### config.mk
export PLATFORM = sky130hd
export DESIGN_NAME = pfu_merge
export DESIGN_NICKNAME = d
export VERILOG_FILES = /design/src/sv/pfu_pkg.sv /design/src/sv/pfu_merge.sv
export SDC_FILE = /design/constraint.sdc
export NUM_CORES = 1
export LEC_CHECK = 0
export BUFFER_PORTS_ARGS = -buffer_cell sky130_fd_sc_hd__buf_2
export CAP_MARGIN = 20
export CORE_AREA = 10 10 218 220
export DETAILED_ROUTE_END_ITERATION = 16
export DIE_AREA = 0 0 228 230
export PLACE_DENSITY_LB_ADDON = 0.05
export SLEW_MARGIN = 0
export SYNTH_ARGS = -nofsm -noshare
export SYNTH_HDL_FRONTEND = slang
export SYNTH_SLANG_ARGS = --single-unit
### constraint.sdc
create_clock -name vclk -period 2.73
set_input_delay 0.546 -clock vclk [all_inputs]
set_output_delay 0.546 -clock vclk [all_outputs]
set_load 0.005 [all_outputs]
### src/sv/pfu_pkg.sv
`timescale 1ns / 1ps
// ----------------------------------------------------------------------------
// pfu_pkg
// Shared types, codes and helpers for the pixel format unpack block.
// ----------------------------------------------------------------------------
package pfu_pkg;

	localparam int FMT_REGS = 4;

	localparam logic [2:0] CFG_PACKED = 3'd0;
	localparam logic [2:0] CFG_COUNT  = 3'd1;
	localparam logic [2:0] CFG_PART0  = 3'd2;
	localparam logic [2:0] CFG_PART1  = 3'd3;
	localparam logic [2:0] CFG_PART2  = 3'd4;
	localparam logic [2:0] CFG_PART3  = 3'd5;

	localparam logic [1:0] PACK_NONE = 2'd0;
	localparam logic [1:0] PACK_8    = 2'd1;
	localparam logic [1:0] PACK_16   = 2'd2;
	localparam logic [1:0] PACK_32   = 2'd3;

	localparam logic [3:0] MODE_UNORM   = 4'd0;
	localparam logic [3:0] MODE_SNORM   = 4'd1;
	localparam logic [3:0] MODE_USCALED = 4'd2;
	localparam logic [3:0] MODE_SSCALED = 4'd3;
	localparam logic [3:0] MODE_UINT    = 4'd4;
	localparam logic [3:0] MODE_SINT    = 4'd5;
	localparam logic [3:0] MODE_UFLOAT  = 4'd6;
	localparam logic [3:0] MODE_SFLOAT  = 4'd7;
	localparam logic [3:0] MODE_SRGB    = 4'd8;

	localparam logic [2:0] COMP_R = 3'd0;
	localparam logic [2:0] COMP_G = 3'd1;
	localparam logic [2:0] COMP_B = 3'd2;
	localparam logic [2:0] COMP_A = 3'd3;

	localparam logic [2:0]  COUNT_RST  = 3'd4;
	localparam logic [13:0] FMT_RST0   = 14'd8;
	localparam logic [13:0] FMT_RST1   = 14'd2056;
	localparam logic [13:0] FMT_RST2   = 14'd4104;
	localparam logic [13:0] FMT_RST3   = 14'd6152;

	localparam logic [63:0] ONE_BITS     = 64'h3FF0_0000_0000_0000;
	localparam logic [63:0] NEG_ONE_BITS = 64'hBFF0_0000_0000_0000;

	typedef enum logic [1:0] {
		KIND_RAW,
		KIND_NUM,
		KIND_REP
	} kind_t;

	typedef struct packed {
		logic [63:0] value;
		logic [6:0]  width;
		logic [3:0]  mode;
		logic        pk;
	} lane_in_t;

	typedef struct packed {
		logic [63:0] bits;
		logic        err;
	} lane_out_t;

	typedef struct packed {
		logic [63:0] red;
		logic [63:0] green;
		logic [63:0] blue;
		logic [63:0] alpha;
		logic        err;
	} pixel_t;

	function automatic logic [6:0] fmt_width(input logic [13:0] f);
		return f[6:0];
	endfunction

	function automatic logic [3:0] fmt_mode(input logic [13:0] f);
		return f[10:7];
	endfunction

	function automatic logic [2:0] fmt_comp(input logic [13:0] f);
		return f[13:11];
	endfunction

	function automatic logic [63:0] mask64(input logic [6:0] w);
		logic [63:0] m;
		if (w >= 7'd64) begin
			m = '1;
		end else begin
			m = (64'd1 << w[5:0]) - 64'd1;
		end
		return m;
	endfunction

endpackage

### src/sv/pfu_merge.sv
`timescale 1ns / 1ps
// ----------------------------------------------------------------------------
// pfu_merge
// Routes lane results to R, G, B, A and collects the error flag.
// ----------------------------------------------------------------------------
module pfu_merge #(
	parameter int MAX_PARTS = 4
) (
	input  logic                part_num_unused_guard,
	input  logic [2:0]          part_num,
	input  logic [13:0]         fmt [pfu_pkg::FMT_REGS],
	input  pfu_pkg::lane_out_t  lanes [MAX_PARTS],
	output pfu_pkg::pixel_t     pix
);
	import pfu_pkg::*;

	always_comb begin
		pix.red   = '0;
		pix.green = '0;
		pix.blue  = '0;
		pix.alpha = ONE_BITS;
		pix.err   = 1'b0;
		for (int i = 0; i < MAX_PARTS; i++) begin
			if (part_num_unused_guard && 3'(i) < part_num) begin
				pix.err = pix.err | lanes[i].err;
				case (fmt_comp(fmt[i]))
					COMP_R:  pix.red   = lanes[i].bits;
					COMP_G:  pix.green = lanes[i].bits;
					COMP_B:  pix.blue  = lanes[i].bits;
					COMP_A:  pix.alpha = lanes[i].bits;
					default: ;
				endcase
			end
		end
	end

endmodule

==> results.cfg <==
[power]
p_seq_frac = 0
p_per_area_nw_per_um2 = 136
p_leak_nw = 5.20
power_mw = 1.68
p_sw_frac = 0.587
ir_drop_mv = 0.0598
switchingPower_mw = 0.984
combPwrFrac = 1.000
pwr-share-clk = 0
p_int_mw = 0.693

[logic_synthesis]
synth_xor_xnor_area_share = 0
ys_seq_area_frac = 0
synth_area_leaders = a31oi_1 (23%), o22ai_1 (23%), nand3_1 (19%)
yosys_warnings = 0
synth_top_area_share = 0.233
synth.distinct_cells = 42
synthSimpleGateAreaFrac = 0.379
synth_top_family_by_area = compound AO/OA/AOI/OAI gates
synth_most_common_cell = nand2_1
netlist_instances = 1238
synth_compound_area_frac = 0.511
avgSynthCellArea_um2 = 5.36
ys_top_cells_by_count = nand2_1 (249), a31oi_1 (247), nand3_1 (247), o22ai_1 (247), clkbuf_1 (92)
synth_top_area_cell = a31oi_1
muxShareOfSynthArea = 0
syn-num-nets = 1558
syn_area_um2 = 6630
synthAdderAreaFrac = 0

[worst_setup_path]
worstPathRequired_ns = 2.18
crit_family = buffers and inverters
critical_path.most_common_cell = buf_6
crit_type = primary input to output port
path_buf_inv = 5
worst_setup_path_start_kind = primary input
crit_fanout = 8
arrival_ns = 2.21
path_cells = buf_6, nand4bb_4, buf_4, o211ai_4, buf_6, buf_12, o22ai_1, a31oi_1, buf_2
end_kind = output port
max_stage_delay_ns = 0.26
crit_path_top_delay_cell = nand4bb_4

[die]
fp.dieH_um = 230
die_area_um2 = 52400
row_count = 76
floorplan.initialDensity = 0.155
ios = 577
core_region_area_um2 = 42900
die_w_um = 228

[place]
io_buffers = 533
place_congestion = 0.873
pre_cts_slack_ns = -0.140
hpwl_um = 48500

[sta]
finalSetupViolations = 3
period_share = 1.01
max_slew.worst_pin.slew_ns = 0.530
hold_viol = 0
tns_ns = -0.0598
slew_viol_final = 0
maxSlewHeadroom = 0.645
worst_slack_ns = -0.0271
rsz0062_at_grt = yes
whs_ns = 1.44
period_minus_slack_ns = 2.76
maxClockFrequency_mhz = 363

[grt]
grt_pass1_vias = 13224
grt-ovfl-total = 0
grt_usage = 0.244
grt_pass1_wl_um = 98700
grt_max_degree = 36
antenna_found_initial = 6

[clock_tree]
hold_buffers = 0

[finish]
layout.area.seq_um2 = 0
seq_cells = 0
nFillCells = 4903
drive_above_1_share = 0.431
nClkBuffers = 0
fin_util = 0.287
fin_nets = 2102
multi_input_area_um2 = 6320
areaGrowthSynthToFinish_pct = 85.6

[run_status]
status = finished with violations
violations = negative setup slack

[drt]
drc_errors = 0
drt_pass1_iterations = 6
wl_per_cell_um = 31.2
wirelength_um = 74000
vias = 13764
antenna_left = 0
drt_iter0_drc = 1755
vias_per_cell = 5.80

[hold_path]
worst_hold_path_type = primary input to output port

[job]
cap_violations = 0
## tightest hold or removal path: cells and delay by family
kind                   cells  cell delay [ns]
AO/OA/AOI/OAI              2             0.13
buffers and inverters      2             0.22
## layout make-up
class / count / area share
timing repair buffer: 700 / 0.425
multi-input combinational: 1077 / 0.513
tap: 585 / 0.0594
inverter: 3 / 0.000915
antenna: 9 / 0.00183
## path summary, 6_finish.rpt
kind	startpoint	endpoint	slack (ns)	cells after the start
worst max-delay path	fmt[12]	pix[234]	-0.03	9
worst min-delay path	lanes[195]	pix[0]	1.44	4
## what timing repair did
action	CTS	global route
setup buffers	7	12
gates cloned	6	16
resized for setup	35	56
setup endpoints to repair	169	202
pin swaps	5	20
## cells by family (layout without fill, tap and decap cells)
group	after synthesis	in the layout
AO/OA/AOI/OAI	531	531
buffers and inverters	161	703
other	0	9
AND/OR/NAND/NOR	546	546
## through the flow
stage	cell area, um2	instances
after detailed placement	11100	2325
after CTS	11500	2338
after global routing	12300	2369
after global placement	11100	2325
after floorplan	6630	1238
final	12300	2374
## layout by cell type (no fill, tap or decap), types with 2 or more instances in the layout
cell type and count:
a21boi_4 3, a22oi_1 10, a31oi_1 232, a31oi_2 15, buf_12 61, buf_16 4, buf_2 527, buf_4 62
buf_6 24, buf_8 3, bufbuf_16 3, clkbuf_16 15, diode_2 9, inv_1 3, nand2_1 247, nand2b_4 2
nand3_1 247, nand4b_1 2, nor2_1 12, nor2_4 2, nor3_1 10, nor3_4 3, nor4_4 3, nor4bb_2 2
o211ai_4 3, o21ai_0 2, o22ai_1 233, o22ai_2 13, o31ai_1 9, o31ai_2 2, or3_1 2
## routing by layer
metal	part of all wire	wire [um]	track usage
met1	0.40	29900	0.309
met2	0.48	35700	0.424
met3	0.088	6550	0.0467
met4	0.025	1870	0.0454
met5	0	0	0
## power by group through the flow
stage / sequential (mW) / clock, mW / combinational, mW
after floorplan: 0 / 0 / 0.501
after global placement: 0 / 0 / 1.53
after detailed placement: 0 / 0 / 1.53
after CTS: 0 / 0 / 1.59
after global routing: 0 / 0.000000196 / 1.77
final: 0 / 0.000000441 / 1.68
Power figures use the tool's default switching activity.
